**src/design/rpng_pkg.sv**
```systemverilog
`default_nettype none
// ============================================================================
// rpng_pkg
// Shared types, constants and helper functions of the RGB565 to stored-PNG
// byte stream encoder.
// ============================================================================
package rpng_pkg;

    // image size limits and register codes
    localparam int unsigned DIM_W         = 15;
    localparam logic [14:0] MAX_DIMENSION = 15'd16384;
    localparam logic [0:0]  REG_WIDTH     = 1'b0;
    localparam logic [0:0]  REG_HEIGHT    = 1'b1;

    // deflate stored block size (reciprocal trick in the back end assumes 2^16-1)
    localparam logic [15:0] STORED_BLOCK_MAX = 16'hFFFF;

    // checksum constants
    localparam logic [31:0] CRC_POLY  = 32'hEDB88320;
    localparam logic [31:0] CRC_SEED  = 32'hFFFFFFFF;
    localparam logic [16:0] ADLER_MOD = 17'd65521;

    // byte sequence lengths (last index)
    localparam logic [5:0] HDR_LAST = 6'd42;
    localparam logic [5:0] TRL_LAST = 6'd19;
    localparam logic [2:0] BLK_LAST = 3'd4;
    localparam logic [1:0] RAW_LAST = 2'd3;

    // command queue between front and back
    localparam int unsigned CMD_DEPTH = 4;
    localparam int unsigned CMD_AW    = 2;

    // one command from the front end
    typedef struct packed {
        logic        start;      // emit signature, IHDR and IDAT opening first
        logic        row_start;  // emit the filter byte first
        logic        raw_on;     // emit the three pixel bytes
        logic        trailer;    // emit Adler, IDAT CRC and IEND afterwards
        logic [15:0] pixel;
        logic [14:0] width;
        logic [14:0] height;
    } t_cmd;

    // back end byte sequencer phases
    typedef enum logic [3:0] {
        PH_IDLE = 4'b0001,
        PH_HDR  = 4'b0010,
        PH_RAW  = 4'b0100,
        PH_TRL  = 4'b1000
    } t_phase;

    // CRC-32 (reflected) update by one byte
    function automatic logic [31:0] crc_byte(input logic [31:0] crc, input logic [7:0] b);
        logic [31:0] c;
        c = crc ^ {24'd0, b};
        for (int k = 0; k < 8; k++) begin
            c = c[0] ? (CRC_POLY ^ (c >> 1)) : (c >> 1);
        end
        return c;
    endfunction

    // 0 reads as 1, anything above the limit as the limit
    function automatic logic [14:0] clamp_dim(input logic [14:0] v);
        logic [14:0] r;
        r = v;
        if (v == 15'd0) begin
            r = 15'd1;
        end else if (v > MAX_DIMENSION) begin
            r = MAX_DIMENSION;
        end
        return r;
    endfunction

endpackage
`default_nettype wire

```
**src/design/rpng_pix_if.sv**
```systemverilog
`default_nettype none
// ============================================================================
// rpng_pix_if
// Pixel channel: valid/ready handshake with one RGB565 pixel.
// ============================================================================
interface rpng_pix_if;
    logic        valid;
    logic        ready;
    logic [15:0] pixel;

    modport source (output valid, output pixel, input ready);
    modport sink   (input valid, input pixel, output ready);
endinterface
`default_nettype wire

```
**src/design/rpng_byte_if.sv**
```systemverilog
`default_nettype none
// ============================================================================
// rpng_byte_if
// Byte channel: valid/ready handshake with one PNG file byte and its flags.
// ============================================================================
interface rpng_byte_if;
    logic       valid;
    logic       ready;
    logic [7:0] out_byte;
    logic       run_last;
    logic       file_end;

    modport source (output valid, output out_byte, output run_last, output file_end,
                    input ready);
    modport sink   (input valid, input out_byte, input run_last, input file_end,
                    output ready);
endinterface
`default_nettype wire

```
**src/design/rpng_front.sv**
```systemverilog
`default_nettype none
// ============================================================================
// rpng_front
// Pixel intake: tracks column and row, latches the image size at image start
// and turns each pixel transfer into one command for the back end.
// ============================================================================
module rpng_front import rpng_pkg::*; (
    input  wire logic  i_clk,
    input  wire logic  i_rst_n,
    input  wire logic [14:0] i_cfg_width,
    input  wire logic [14:0] i_cfg_height,
    rpng_pix_if.sink   i_pix,
    input  wire logic  i_full,
    output logic       o_push,
    output t_cmd       o_cmd
);

    logic        r_started;
    logic        r_pend;      // trailer of a one-pixel image still owed
    logic [13:0] r_col;
    logic [13:0] r_row;
    logic [14:0] r_cw;
    logic [14:0] r_ch;

    logic        w_start;
    logic [14:0] w_cw;
    logic [14:0] w_ch;
    logic [14:0] w_col_next;
    logic [14:0] w_row_next;
    logic        w_end_row;
    logic        w_last;

    assign i_pix.ready = !i_full;
    assign o_push      = i_pix.valid && !i_full;

    // classify the pixel
    always_comb begin
        w_start    = !r_started;
        w_cw       = w_start ? clamp_dim(i_cfg_width)  : r_cw;
        w_ch       = w_start ? clamp_dim(i_cfg_height) : r_ch;
        w_col_next = {1'b0, r_col} + 15'd1;
        w_row_next = {1'b0, r_row} + 15'd1;
        w_end_row  = (w_col_next >= w_cw);
        w_last     = w_end_row && (w_row_next >= w_ch);

        o_cmd.pixel  = i_pix.pixel;
        o_cmd.width  = w_cw;
        o_cmd.height = w_ch;
        if (r_pend) begin
            o_cmd.start     = 1'b0;
            o_cmd.row_start = 1'b0;
            o_cmd.raw_on    = 1'b0;
            o_cmd.trailer   = 1'b1;
        end else begin
            o_cmd.start     = w_start;
            o_cmd.row_start = (r_col == 14'd0);
            o_cmd.raw_on    = 1'b1;
            // a one-pixel image defers its trailer to the next transfer
            o_cmd.trailer   = w_last && !w_start;
        end
    end

    // position and image state
    always_ff @(posedge i_clk) begin
        if (!i_rst_n) begin
            r_started <= 1'b0;
            r_pend    <= 1'b0;
            r_col     <= 14'd0;
            r_row     <= 14'd0;
            r_cw      <= 15'd1;
            r_ch      <= 15'd1;
        end else if (o_push) begin
            if (r_pend) begin
                r_pend <= 1'b0;
            end else begin
                if (w_start) begin
                    r_started <= 1'b1;
                    r_cw      <= w_cw;
                    r_ch      <= w_ch;
                end
                if (w_end_row) begin
                    r_col <= 14'd0;
                    if (w_last) begin
                        r_row     <= 14'd0;
                        r_started <= 1'b0;
                        r_pend    <= w_start;
                    end else begin
                        r_row <= w_row_next[13:0];
                    end
                end else begin
                    r_col <= w_col_next[13:0];
                end
            end
        end
    end

    a_pend_idle: assert property (@(posedge i_clk) disable iff (!i_rst_n)
        r_pend |-> !r_started)
        else $error("trailer pending while an image is open");

    a_last_closes: assert property (@(posedge i_clk) disable iff (!i_rst_n)
        (o_push && !r_pend && w_last) |=> !r_started)
        else $error("image still open after its last pixel");

    a_col_range: assert property (@(posedge i_clk) disable iff (!i_rst_n)
        r_started |-> ({1'b0, r_col} < r_cw))
        else $error("column count beyond image width");

endmodule
`default_nettype wire

```
**src/design/rpng_cmd_fifo.sv**
```systemverilog
`default_nettype none
// ============================================================================
// rpng_cmd_fifo
// Short command queue between the front end and the byte sequencer.
// ============================================================================
module rpng_cmd_fifo import rpng_pkg::*; (
    input  wire logic i_clk,
    input  wire logic i_rst_n,
    input  wire logic i_push,
    input  wire t_cmd i_cmd,
    output logic      o_full,
    input  wire logic i_pop,
    output logic      o_valid,
    output t_cmd      o_cmd
);

    t_cmd              r_mem [CMD_DEPTH];
    logic [CMD_AW-1:0] r_wp;
    logic [CMD_AW-1:0] r_rp;
    logic [CMD_AW:0]   r_cnt;

    assign o_full  = (r_cnt == (CMD_AW+1)'(CMD_DEPTH));
    assign o_valid = (r_cnt != '0);
    assign o_cmd   = r_mem[r_rp];

    // storage
    always_ff @(posedge i_clk) begin
        if (i_push) begin
            r_mem[r_wp] <= i_cmd;
        end
    end

    // pointers and fill level
    always_ff @(posedge i_clk) begin
        if (!i_rst_n) begin
            r_wp  <= '0;
            r_rp  <= '0;
            r_cnt <= '0;
        end else begin
            if (i_push) begin
                r_wp <= r_wp + 1'b1;
            end
            if (i_pop) begin
                r_rp <= r_rp + 1'b1;
            end
            case ({i_push, i_pop})
                2'b10:   r_cnt <= r_cnt + 1'b1;
                2'b01:   r_cnt <= r_cnt - 1'b1;
                default: r_cnt <= r_cnt;
            endcase
        end
    end

endmodule
`default_nettype wire

```
**src/design/rpng_back.sv**
```systemverilog
`default_nettype none
// ============================================================================
// rpng_back
// Byte sequencer: expands commands into PNG bytes (headers, stored block
// headers, scanline bytes, trailer), keeps CRC-32 and Adler-32, and drives
// the registered byte output.
// ============================================================================
module rpng_back import rpng_pkg::*; (
    input  wire logic   i_clk,
    input  wire logic   i_rst_n,
    input  wire logic   i_cmd_valid,
    input  wire t_cmd   i_cmd,
    output logic        o_cmd_pop,
    rpng_byte_if.source o_byte
);

    t_phase      r_phase;
    t_cmd        r_cmd;
    logic [5:0]  r_idx;
    logic [1:0]  r_ri;
    logic [2:0]  r_bh;
    logic [31:0] r_crc;
    logic [15:0] r_adl;
    logic [15:0] r_adh;
    logic [15:0] r_blk_left;
    logic [29:0] r_raw_left;

    // size arithmetic, registered in a chain after an image start
    logic [14:0] r_w;
    logic [14:0] r_h;
    logic [15:0] r_rowlen;
    logic [29:0] r_raw;
    logic [30:0] r_rawp;
    logic [14:0] r_blocks;
    logic [30:0] r_idat;

    // output register
    logic        r_ov;
    logic [7:0]  r_ob;
    logic        r_ol;
    logic        r_oe;

    logic        w_adv;
    logic        w_blkhdr;
    logic [15:0] w_blk;
    logic        w_final;
    logic [7:0]  w_byte;
    logic        w_crc_on;
    logic        w_crc_rst;
    logic        w_last;
    logic        w_end;
    logic        w_dispatch;
    logic [7:0]  w_raw;
    logic [30:0] w_prod;
    logic [30:0] w_qsum;
    logic [16:0] w_s1;
    logic [15:0] w_nl;
    logic [16:0] w_s2;
    logic [15:0] w_nh;
    logic [31:0] w_idat32;

    assign w_adv    = (r_phase != PH_IDLE) && (!r_ov || o_byte.ready);
    assign w_blkhdr = (r_phase == PH_RAW) && (r_blk_left == 16'd0);
    assign w_final  = (r_raw_left <= {14'd0, STORED_BLOCK_MAX});
    assign w_blk    = w_final ? r_raw_left[15:0] : STORED_BLOCK_MAX;
    assign w_idat32 = {1'b0, r_idat};

    // scanline byte: filter byte or 565 channel widened to 8 bits
    always_comb begin
        case (r_ri)
            2'd0:    w_raw = 8'h00;
            2'd1:    w_raw = {r_cmd.pixel[15:11], r_cmd.pixel[15:13]};
            2'd2:    w_raw = {r_cmd.pixel[10:5], r_cmd.pixel[10:9]};
            default: w_raw = {r_cmd.pixel[4:0], r_cmd.pixel[4:2]};
        endcase
    end

    // Adler-32 step on the scanline byte
    always_comb begin
        w_s1 = {1'b0, r_adl} + {9'd0, w_raw};
        w_nl = (w_s1 >= ADLER_MOD) ? 16'(w_s1 - ADLER_MOD) : w_s1[15:0];
        w_s2 = {1'b0, r_adh} + {1'b0, w_nl};
        w_nh = (w_s2 >= ADLER_MOD) ? 16'(w_s2 - ADLER_MOD) : w_s2[15:0];
    end

    // byte selection for the current step
    always_comb begin
        w_byte    = 8'h00;
        w_crc_on  = 1'b0;
        w_crc_rst = 1'b0;
        w_last    = 1'b0;
        w_end     = 1'b0;
        case (r_phase)
            PH_HDR: begin
                case (r_idx)
                    6'd0:    w_byte = 8'h89;
                    6'd1:    w_byte = 8'h50;
                    6'd2:    w_byte = 8'h4E;
                    6'd3:    w_byte = 8'h47;
                    6'd4:    w_byte = 8'h0D;
                    6'd5:    w_byte = 8'h0A;
                    6'd6:    w_byte = 8'h1A;
                    6'd7:    w_byte = 8'h0A;
                    6'd11:   w_byte = 8'h0D;
                    6'd12:   w_byte = 8'h49;
                    6'd13:   w_byte = 8'h48;
                    6'd14:   w_byte = 8'h44;
                    6'd15:   w_byte = 8'h52;
                    6'd18:   w_byte = {1'b0, r_w[14:8]};
                    6'd19:   w_byte = r_w[7:0];
                    6'd22:   w_byte = {1'b0, r_h[14:8]};
                    6'd23:   w_byte = r_h[7:0];
                    6'd24:   w_byte = 8'h08;
                    6'd25:   w_byte = 8'h02;
                    6'd29:   w_byte = ~r_crc[31:24];
                    6'd30:   w_byte = ~r_crc[23:16];
                    6'd31:   w_byte = ~r_crc[15:8];
                    6'd32:   w_byte = ~r_crc[7:0];
                    6'd33:   w_byte = w_idat32[31:24];
                    6'd34:   w_byte = w_idat32[23:16];
                    6'd35:   w_byte = w_idat32[15:8];
                    6'd36:   w_byte = w_idat32[7:0];
                    6'd37:   w_byte = 8'h49;
                    6'd38:   w_byte = 8'h44;
                    6'd39:   w_byte = 8'h41;
                    6'd40:   w_byte = 8'h54;
                    6'd41:   w_byte = 8'h78;
                    6'd42:   w_byte = 8'h01;
                    default: w_byte = 8'h00;
                endcase
                w_crc_on  = (r_idx inside {[6'd12:6'd28], [6'd37:6'd42]});
                w_crc_rst = (r_idx == 6'd12) || (r_idx == 6'd37);
            end
            PH_RAW: begin
                w_crc_on = 1'b1;
                if (w_blkhdr) begin
                    case (r_bh)
                        3'd0:    w_byte = {7'd0, w_final};
                        3'd1:    w_byte = w_blk[7:0];
                        3'd2:    w_byte = w_blk[15:8];
                        3'd3:    w_byte = ~w_blk[7:0];
                        default: w_byte = ~w_blk[15:8];
                    endcase
                end else begin
                    w_byte = w_raw;
                    w_last = (r_ri == RAW_LAST) && !r_cmd.trailer;
                end
            end
            PH_TRL: begin
                case (r_idx)
                    6'd0:    w_byte = r_adh[15:8];
                    6'd1:    w_byte = r_adh[7:0];
                    6'd2:    w_byte = r_adl[15:8];
                    6'd3:    w_byte = r_adl[7:0];
                    6'd4:    w_byte = ~r_crc[31:24];
                    6'd5:    w_byte = ~r_crc[23:16];
                    6'd6:    w_byte = ~r_crc[15:8];
                    6'd7:    w_byte = ~r_crc[7:0];
                    6'd12:   w_byte = 8'h49;
                    6'd13:   w_byte = 8'h45;
                    6'd14:   w_byte = 8'h4E;
                    6'd15:   w_byte = 8'h44;
                    6'd16:   w_byte = ~r_crc[31:24];
                    6'd17:   w_byte = ~r_crc[23:16];
                    6'd18:   w_byte = ~r_crc[15:8];
                    6'd19:   w_byte = ~r_crc[7:0];
                    default: w_byte = 8'h00;
                endcase
                w_crc_on  = (r_idx inside {[6'd0:6'd3], [6'd12:6'd15]});
                w_crc_rst = (r_idx == 6'd12);
                w_last    = (r_idx == TRL_LAST);
                w_end     = (r_idx == TRL_LAST);
            end
            default: begin
                w_byte = 8'h00;
            end
        endcase
    end

    // take the next command when idle or right after the last byte of one
    assign w_dispatch = (r_phase == PH_IDLE) || (w_adv && w_last);
    assign o_cmd_pop  = w_dispatch && i_cmd_valid;

    // raw length, block count (divide by 2^16-1 via shift-add) and IDAT length
    assign w_prod = {16'd0, r_h} * {15'd0, r_rowlen};
    assign w_qsum = r_rawp + {16'd0, r_rawp[30:16]} + 31'd1;

    always_ff @(posedge i_clk) begin
        r_rowlen <= {r_w, 1'b0} + {1'b0, r_w} + 16'd1;
        r_raw    <= w_prod[29:0];
        r_rawp   <= {1'b0, r_raw} + {15'd0, STORED_BLOCK_MAX} - 31'd1;
        r_blocks <= w_qsum[30:16];
        r_idat   <= {1'b0, r_raw} + {14'd0, r_blocks, 2'b00} + {16'd0, r_blocks} + 31'd6;
    end

    // sequencer and checksum state
    always_ff @(posedge i_clk) begin
        if (!i_rst_n) begin
            r_phase    <= PH_IDLE;
            r_idx      <= 6'd0;
            r_ri       <= 2'd0;
            r_bh       <= 3'd0;
            r_crc      <= CRC_SEED;
            r_adl      <= 16'd1;
            r_adh      <= 16'd0;
            r_blk_left <= 16'd0;
            r_raw_left <= 30'd0;
        end else begin
            if (w_adv) begin
                if (w_crc_on) begin
                    r_crc <= crc_byte(w_crc_rst ? CRC_SEED : r_crc, w_byte);
                end
                case (r_phase)
                    PH_HDR: begin
                        r_idx <= r_idx + 6'd1;
                        if (r_idx == HDR_LAST) begin
                            r_phase    <= PH_RAW;
                            r_ri       <= 2'd0;
                            r_raw_left <= r_raw;
                        end
                    end
                    PH_RAW: begin
                        if (w_blkhdr) begin
                            if (r_bh == BLK_LAST) begin
                                r_bh       <= 3'd0;
                                r_blk_left <= w_blk;
                            end else begin
                                r_bh <= r_bh + 3'd1;
                            end
                        end else begin
                            r_adl      <= w_nl;
                            r_adh      <= w_nh;
                            r_blk_left <= r_blk_left - 16'd1;
                            r_raw_left <= r_raw_left - 30'd1;
                            r_ri       <= r_ri + 2'd1;
                            if ((r_ri == RAW_LAST) && r_cmd.trailer) begin
                                r_phase <= PH_TRL;
                                r_idx   <= 6'd0;
                            end
                        end
                    end
                    PH_TRL: begin
                        r_idx <= r_idx + 6'd1;
                    end
                    default: begin
                        r_idx <= r_idx;
                    end
                endcase
            end
            if (w_dispatch) begin
                if (i_cmd_valid) begin
                    r_idx <= 6'd0;
                    r_bh  <= 3'd0;
                    r_ri  <= i_cmd.row_start ? 2'd0 : 2'd1;
                    if (i_cmd.start) begin
                        r_phase    <= PH_HDR;
                        r_blk_left <= 16'd0;
                        r_adl      <= 16'd1;
                        r_adh      <= 16'd0;
                    end else if (i_cmd.raw_on) begin
                        r_phase <= PH_RAW;
                    end else begin
                        r_phase <= PH_TRL;
                    end
                end else begin
                    r_phase <= PH_IDLE;
                end
            end
        end
    end

    // command payload and image size
    always_ff @(posedge i_clk) begin
        if (o_cmd_pop) begin
            r_cmd <= i_cmd;
            if (i_cmd.start) begin
                r_w <= i_cmd.width;
                r_h <= i_cmd.height;
            end
        end
    end

    // output register
    always_ff @(posedge i_clk) begin
        if (!i_rst_n) begin
            r_ov <= 1'b0;
        end else if (w_adv) begin
            r_ov <= 1'b1;
        end else if (o_byte.ready) begin
            r_ov <= 1'b0;
        end
    end

    always_ff @(posedge i_clk) begin
        if (w_adv) begin
            r_ob <= w_byte;
            r_ol <= w_last;
            r_oe <= w_end;
        end
    end

    assign o_byte.valid    = r_ov;
    assign o_byte.out_byte = r_ob;
    assign o_byte.run_last = r_ol;
    assign o_byte.file_end = r_oe;

    a_end_is_last: assert property (@(posedge i_clk) disable iff (!i_rst_n)
        (r_ov && r_oe) |-> r_ol)
        else $error("file end byte without run end");

    a_hdr_to_raw: assert property (@(posedge i_clk) disable iff (!i_rst_n)
        (r_phase == PH_HDR && r_idx == HDR_LAST && w_adv)
            |=> (r_phase == PH_RAW && r_blk_left == 16'd0))
        else $error("header did not hand over to a stored block");

    a_pop_valid: assert property (@(posedge i_clk) disable iff (!i_rst_n)
        o_cmd_pop |-> i_cmd_valid)
        else $error("command popped from an empty queue");

endmodule
`default_nettype wire

```
**src/design/rgb565_stored_png_stream_unit.sv**
```systemverilog
`default_nettype none
// Path: pixel -> command queue -> byte sequencer -> registered byte output.
// Throughput: one byte per cycle while the byte sink is ready and commands
// are queued: 3 bytes per pixel, 4 at a row start, 5 more at a stored block
// header; the byte sequencer sets this. First pixel 52 bytes, last 20 more.
// Reset: synchronous, active low; width and height registers reset to 1.
// ============================================================================
// rgb565_stored_png_stream_unit
// RGB565 pixels in, uncompressed 24-bit PNG file bytes out (zlib stored
// blocks, CRC-32 and Adler-32); size registers on an APB port.
// ============================================================================
module rgb565_stored_png_stream_unit import rpng_pkg::*; (
    input  wire logic        i_clk,
    input  wire logic        i_rst_n,
    rpng_pix_if.sink         i_pix,
    rpng_byte_if.source      o_byte,
    input  wire logic        psel,
    input  wire logic        penable,
    input  wire logic        pwrite,
    input  wire logic [2:0]  paddr,
    input  wire logic [31:0] pwdata,
    output logic [31:0]      prdata,
    output logic             pready
);

    logic [14:0] r_width;
    logic [14:0] r_height;
    logic        w_wr;
    logic        w_push;
    logic        w_full;
    logic        w_pop;
    logic        w_cvalid;
    t_cmd        w_cmd_in;
    t_cmd        w_cmd_out;

    // configuration registers
    assign pready = 1'b1;
    assign w_wr   = psel && penable && pwrite;

    always_ff @(posedge i_clk) begin
        if (!i_rst_n) begin
            r_width  <= 15'd1;
            r_height <= 15'd1;
        end else if (w_wr) begin
            if (paddr[2] == REG_WIDTH) begin
                r_width <= pwdata[14:0];
            end else begin
                r_height <= pwdata[14:0];
            end
        end
    end

    assign prdata = (paddr[2] == REG_HEIGHT) ? {17'd0, r_height} : {17'd0, r_width};

    rpng_front u_front (
        .i_clk        (i_clk),
        .i_rst_n      (i_rst_n),
        .i_cfg_width  (r_width),
        .i_cfg_height (r_height),
        .i_pix        (i_pix),
        .i_full       (w_full),
        .o_push       (w_push),
        .o_cmd        (w_cmd_in)
    );

    rpng_cmd_fifo u_fifo (
        .i_clk   (i_clk),
        .i_rst_n (i_rst_n),
        .i_push  (w_push),
        .i_cmd   (w_cmd_in),
        .o_full  (w_full),
        .i_pop   (w_pop),
        .o_valid (w_cvalid),
        .o_cmd   (w_cmd_out)
    );

    rpng_back u_back (
        .i_clk       (i_clk),
        .i_rst_n     (i_rst_n),
        .i_cmd_valid (w_cvalid),
        .i_cmd       (w_cmd_out),
        .o_cmd_pop   (w_pop),
        .o_byte      (o_byte)
    );

endmodule
`default_nettype wire
```
**src/flat_wrapper.sv**
```systemverilog
// flat-port wrapper written by rule: the top's interface ports become plain ports
module rgb565_stored_png_stream_unit_flat import rpng_pkg::*;
  (i_clk, i_rst_n, psel, penable, pwrite, paddr, pwdata, prdata, pready, i_pix_valid, i_pix_pixel, i_pix_ready, o_byte_valid, o_byte_out_byte, o_byte_run_last, o_byte_file_end, o_byte_ready);
  rpng_pix_if i_pix_i ();
  rpng_byte_if o_byte_i ();
  input  wire logic i_clk;
  input  wire logic i_rst_n;
  input  wire logic psel;
  input  wire logic penable;
  input  wire logic pwrite;
  input  wire logic [2:0] paddr;
  input  wire logic [31:0] pwdata;
  output logic [31:0] prdata;
  output logic pready;
  input wire logic [$bits(i_pix_i.valid)-1:0] i_pix_valid;
  input wire logic [$bits(i_pix_i.pixel)-1:0] i_pix_pixel;
  output wire logic [$bits(i_pix_i.ready)-1:0] i_pix_ready;
  output wire logic [$bits(o_byte_i.valid)-1:0] o_byte_valid;
  output wire logic [$bits(o_byte_i.out_byte)-1:0] o_byte_out_byte;
  output wire logic [$bits(o_byte_i.run_last)-1:0] o_byte_run_last;
  output wire logic [$bits(o_byte_i.file_end)-1:0] o_byte_file_end;
  input wire logic [$bits(o_byte_i.ready)-1:0] o_byte_ready;
  assign i_pix_i.valid = i_pix_valid;
  assign i_pix_i.pixel = i_pix_pixel;
  assign i_pix_ready = i_pix_i.ready;
  assign o_byte_valid = o_byte_i.valid;
  assign o_byte_out_byte = o_byte_i.out_byte;
  assign o_byte_run_last = o_byte_i.run_last;
  assign o_byte_file_end = o_byte_i.file_end;
  assign o_byte_i.ready = o_byte_ready;
  rgb565_stored_png_stream_unit u_core (.i_clk(i_clk), .i_rst_n(i_rst_n), .i_pix(i_pix_i), .o_byte(o_byte_i), .psel(psel), .penable(penable), .pwrite(pwrite), .paddr(paddr), .pwdata(pwdata), .prdata(prdata), .pready(pready));
endmodule
```
**config.mk**
```make
export PLATFORM = sky130hd
export DESIGN_NAME = rgb565_stored_png_stream_unit_flat
export DESIGN_NICKNAME = d
export VERILOG_FILES = /design/src/design/rpng_pkg.sv /design/src/design/rpng_pix_if.sv /design/src/design/rpng_byte_if.sv /design/src/design/rpng_front.sv /design/src/design/rpng_cmd_fifo.sv /design/src/design/rpng_back.sv /design/src/design/rgb565_stored_png_stream_unit.sv /design/src/flat_wrapper.sv
export SDC_FILE = /design/constraint.sdc
export NUM_CORES = 2
export LEC_CHECK = 0
export BUFFER_PORTS_ARGS = -buffer_cell sky130_fd_sc_hd__buf_2
export CAP_MARGIN = 15
export CORE_ASPECT_RATIO = 1.1
export CORE_MARGIN = 5
export CORE_UTILIZATION = 49
export CTS_BUF_LIST = sky130_fd_sc_hd__clkbuf_4
export CTS_CLUSTER_SIZE = 8
export DETAILED_ROUTE_END_ITERATION = 12
export HOLD_SLACK_MARGIN = 0.08
export PLACE_DENSITY_LB_ADDON = 0.15
export SYNTH_ARGS = -nofsm -noshare
export SYNTH_HDL_FRONTEND = slang
export SYNTH_SLANG_ARGS = --single-unit
export TNS_END_PERCENT = 100
```
**constraint.sdc**
```tcl
create_clock -name i_clk -period 6.9 [get_ports i_clk]
set_clock_uncertainty 0.1 [all_clocks]
set_input_delay 1.035 -clock i_clk [delete_from_list [all_inputs] [get_ports i_clk]]
set_output_delay 1.035 -clock i_clk [all_outputs]
set_load 0.02 [all_outputs]
```
==> impl_table.tex <==
\begin{tabular}{lr}
\hline
Metric & Value \\
\hline
\multicolumn{2}{l}{\textbf{Hold path}} \\
Class of the tightest hold or removal check & in -> reg \\
\multicolumn{2}{l}{\textbf{Drt}} \\
DRC Markers & 0 \\
Detailed-routing iteration count for the pre-antenna-repair pass & 8 \\
Remaining number of nets flagged by the antenna check after routing & 0 \\
Detail-routed via count per cell & around 5.7 \\
Violation count after the first detailed-route iteration & about 2,400 \\
Detailed-route via count & $\sim$31,000 \\
Routed length per placed instance & $\sim$20 microns \\
Wire length reported by the detailed router & around 110,000 microns \\
\multicolumn{2}{l}{\textbf{Critical path}} \\
Largest stage delay on the critical path & between 500 and 600 ps \\
Worst Setup End Kind & flip-flop \\
Slowest cell on crit path & sky130\_fd\_sc\_hd\_\_or4b\_4 \\
Kind of cell adding the most delay to the critical path & compound AO/OA/AOI/OAI gates \\
Cell mode on critical path & sky130\_fd\_sc\_hd\_\_buf\_6 \\
Startpoint kind of the worst setup timing path & flip-flop \\
Critical path buffers and inverters & 9 \\
Data arrival time of the worst path & roughly 7500 ps \\
Max Fanout on Critical Path & 7 \\
Required time reported for the critical path endpoint & approximately 7700 ps \\
Reg-to-reg slack, setup & about 170 ps \\
Path type of the worst setup path & reg -> reg \\
\multicolumn{2}{l}{\textbf{Clock tree}} \\
Skew-Pair Late Insertion Delay & a little over 1000 ps \\
Clock tree buffer depth & 3 \\
Clock transition at the registers of the reported paths & 70 ps \\
Clock tree from TritonCTS & yes \\
CTS root buf & sky130\_fd\_sc\_hd\_\_clkbuf\_4 \\
Number of clock sinks & 605 \\
Deepest level of the CTS H-tree & 4 \\
TritonCTS buffer count & 156 \\
\multicolumn{2}{l}{\textbf{Floorplan}} \\
Chip height & slightly above 300 microns \\
Die X & $\sim$280 microns \\
Area of the die & approximately 87,000 sq um \\
Top-level I/O count & between 100 and 150 \\
Core area & roughly 80,000 sq um \\
Number of standard-cell rows in the floorplan & 109 \\
Starting utilization of the core area & 0.4933 \\
\multicolumn{2}{l}{\textbf{Placed design}} \\
Pre-CTS setup slack & -493.6 ps \\
Number of placed cells counting well taps & 5,138 \\
Count of buffers from port buffering & 65 \\
Final GP Congestion & between 0.9 and 1 \\
Estimated wirelength of the detail-placed design & just over 80,000 microns \\
\multicolumn{2}{l}{\textbf{Final layout}} \\
\# fillers & between 7,000 and 8,000 \\
Core utilization of the finished layout & 0.5579 \\
Area overhead of the layout relative to synthesis & 13.09\% \\
Commonest cells after routing, fill and taps aside & sky130\_fd\_sc\_hd\_\_nand2\_1, sky130\_fd\_sc\_hd\_\_dfxtp\_1, sky130\_fd\_sc\_hd\_\_nor2\_1 \\
Total number of nets in the final design & between 4,000 and 5,000 \\
Final Non-Filler Cells & $\sim$5,500 \\
Commonest non-fill, non-tap cell in the layout & sky130\_fd\_sc\_hd\_\_nand2\_1 \\
Fraction of final layout cells sized beyond drive strength 1 & 0.1694 \\
\multicolumn{2}{l}{\textbf{Synth}} \\
Fraction of registers with async set/reset & 0 \\
Unique cell type count in the Yosys netlist & 113 \\
Fraction of the yosys area taken by sequential cells & 0.3712 \\
Top FF cell, synth & sky130\_fd\_sc\_hd\_\_dfxtp\_1 \\
Number of instances in the synthesized netlist & between 4,000 and 5,000 \\
Number of synthesis warnings & 0 \\
Average cell area after synthesis & a little under 10 sq um \\
EDFF count, synth & 257 \\
Mapped cell area & just under 40,000 sq um \\
Yosys reg bits & a little over 600 \\
\multicolumn{2}{l}{\textbf{STA}} \\
Worst slew margin relative to its limit & 0.2323 \\
Pin slew with the least headroom to its limit & 1149 ps \\
Final setup violation count & 0 \\
Max-slew violation count & 0 \\
Final cycle utilization of the critical path & 0.9759 \\
Minimum period implied by the final worst setup slack & between 6000 and 7000 ps \\
Count of endpoints failing hold in the final timing report & 0 \\
Worst setup margin & approximately 170 ps \\
Highest achievable clock rate & approximately 0.15 GHz \\
\multicolumn{2}{l}{\textbf{Global routing}} \\
First-pass GRT wire length & about 170,000 microns \\
Grt total ovfl & 0 \\
Number of global-route vias before repair & $\sim$31,000 \\
Total global routing track utilization & 0.2522 \\
Largest net degree at the start of global routing & 64 \\
Antenna violations before repair & 2 \\
\multicolumn{2}{l}{\textbf{Status}} \\
Status & finished clean \\
\multicolumn{2}{l}{\textbf{Flow run}} \\
Reported max-cap violation count & 0 \\
\hline
\end{tabular}
-- synthesized netlist by cell type (20+ instances only) --
cell                       instances  area share
sky130_fd_sc_hd__fa_1            197        0.10
sky130_fd_sc_hd__o21a_1           42      0.0080
sky130_fd_sc_hd__o211ai_1         38      0.0072
sky130_fd_sc_hd__nor2b_1          36      0.0057
sky130_fd_sc_hd__and3_1           38      0.0060
sky130_fd_sc_hd__inv_1           301       0.029
sky130_fd_sc_hd__a21o_1           32      0.0061
sky130_fd_sc_hd__nor4_1           29      0.0046
sky130_fd_sc_hd__or3_1            29      0.0046
sky130_fd_sc_hd__nor2_1          307       0.029
sky130_fd_sc_hd__mux4_2           50       0.028
sky130_fd_sc_hd__buf_4            24      0.0046
sky130_fd_sc_hd__clkbuf_1        162       0.015
sky130_fd_sc_hd__xnor2_1         130       0.029
sky130_fd_sc_hd__o22ai_1          35      0.0055
sky130_fd_sc_hd__nand2b_1         25      0.0040
sky130_fd_sc_hd__o21ai_0         162       0.020
sky130_fd_sc_hd__nand4_1          39      0.0062
sky130_fd_sc_hd__a22oi_1          66       0.013
sky130_fd_sc_hd__xor2_1           97       0.021
sky130_fd_sc_hd__a31oi_1          20      0.0032
sky130_fd_sc_hd__nor3_1           64      0.0081
sky130_fd_sc_hd__nand3_1         108       0.014
sky130_fd_sc_hd__nand2_1         427       0.041
sky130_fd_sc_hd__a211oi_1         42      0.0080
sky130_fd_sc_hd__ha_1            243       0.077
sky130_fd_sc_hd__dfxtp_1         348        0.18
sky130_fd_sc_hd__and2_1          112       0.018
sky130_fd_sc_hd__a21oi_1         211       0.027
sky130_fd_sc_hd__edfxtp_1        257        0.20
-- cells by family (layout without fill, tap and decap cells) --
logic type	after synthesis	in the layout	share of synthesized area
adders and majority gates	440	440	0.1766
AOI/OAI and AO/OA	835	835	0.1411
buffers and inverters	520	892	0.05241
DFF	605	605	0.3712
xor gates and xnor gates	244	244	0.05981
and+or+nand+nor	1315	1315	0.1626
other	2	21	0.0001898
muxes	78	78	0.03618
-- path summary, 6_finish.rpt --
check	from	end	cells after the start
worst max register to register	u_core.u_back.r_ri[0]$_SDFF_PN0_	u_core.u_back.r_adh[11]$_SDFF_PN0_	34
worst max-delay path	u_core.u_back.r_ri[0]$_SDFF_PN0_	u_core.u_back.r_adh[11]$_SDFF_PN0_	34
worst min-delay path	pwdata[10]	u_core.r_width[10]$_SDFFE_PN0P_	3
worst min register to register	u_core.u_back.r_rawp[30]$_DFF_P_	u_core.u_back.r_blocks[14]$_DFF_P_	1
-- routing by layer --
layer / vias up / global-route usage / wire length, microns
met5: - / 0 / 0
met4: 0 / 0.08906 / 3914
li1: 14890 / - / -
met3: 208 / 0.03899 / 5562
met2: 909 / 0.4285 / 53460
met1: 15400 / 0.3299 / 46960
-- area by class of cell --
cell class | instances | area (sq um) | area share
repair buffers | 305 | 2245 | 0.05017
flip-flops and latches | 605 | 14700 | 0.3285
well taps | 1054 | 1319 | 0.02948
inverters | 302 | 1139 | 0.02545
diodes | 3 | 7.507 | 0.0001678
clock inverters | 55 | 294.0 | 0.006572
multi-input cells | 2930 | 23310 | 0.5210
clock buffers | 230 | 1727 | 0.03860
-- stage by stage --
stage	setup TNS [ps]	cell area, sq um	hold WS, ps
2_1_floorplan	0	39630	255.4
3_3_place_gp	-5299	41740	363.2
3_5_place_dp	-6490	41750	369.0
4_1_cts	0	44220	80.56
5_1_grt	-1645	44740	111.4
6_report	0	44740	201.5
-- registers in the layout, indices dropped and copies added, names as in the netlist, 8 cells and up, named ones only --
name / count
u_core.u_front.r_ch: 15
u_core.u_back.r_adh: 16
u_core.u_fifo.r_mem: 200
u_core.r_height: 15
u_core.u_back.r_crc: 32
u_core.r_width: 15
u_core.u_front.r_col: 14
u_core.u_back.r_idat: 31
u_core.u_back.r_h: 15
u_core.u_back.r_cmd: 17
u_core.u_back.r_raw: 30
u_core.u_back.r_w: 15
u_core.u_back.r_blocks: 15
u_core.u_back.r_raw_left: 30
u_core.u_back.r_blk_left: 16
u_core.u_front.r_cw: 15
u_core.u_back.r_rowlen: 16
u_core.u_front.r_row: 14
u_core.u_back.o_byte.out_byte: 8
u_core.u_back.r_adl: 16
u_core.u_back.r_rawp: 31
-- repair_timing --
item	in CTS	in global routing
endpoints found under the setup margin	16	17
cloned	0	1
gates resized for setup	31	81
hold buffers	24	0
pin swaps	20	65
buffers inserted	13	23
hold endpoints to repair	79	0
-- worst register-to-register path, delay by kind of cell (launching register included) --
kind	cells	cell delay [ps]
flops	1	400
compound gates	15	3030
fa+ha+maj	3	660
buf+inv	9	1060
simple gates	6	1220
xor+xnor	1	140
Power is not shown: default switching activity piles up to over one toggle a cycle in this logic, so the estimate is an artifact.
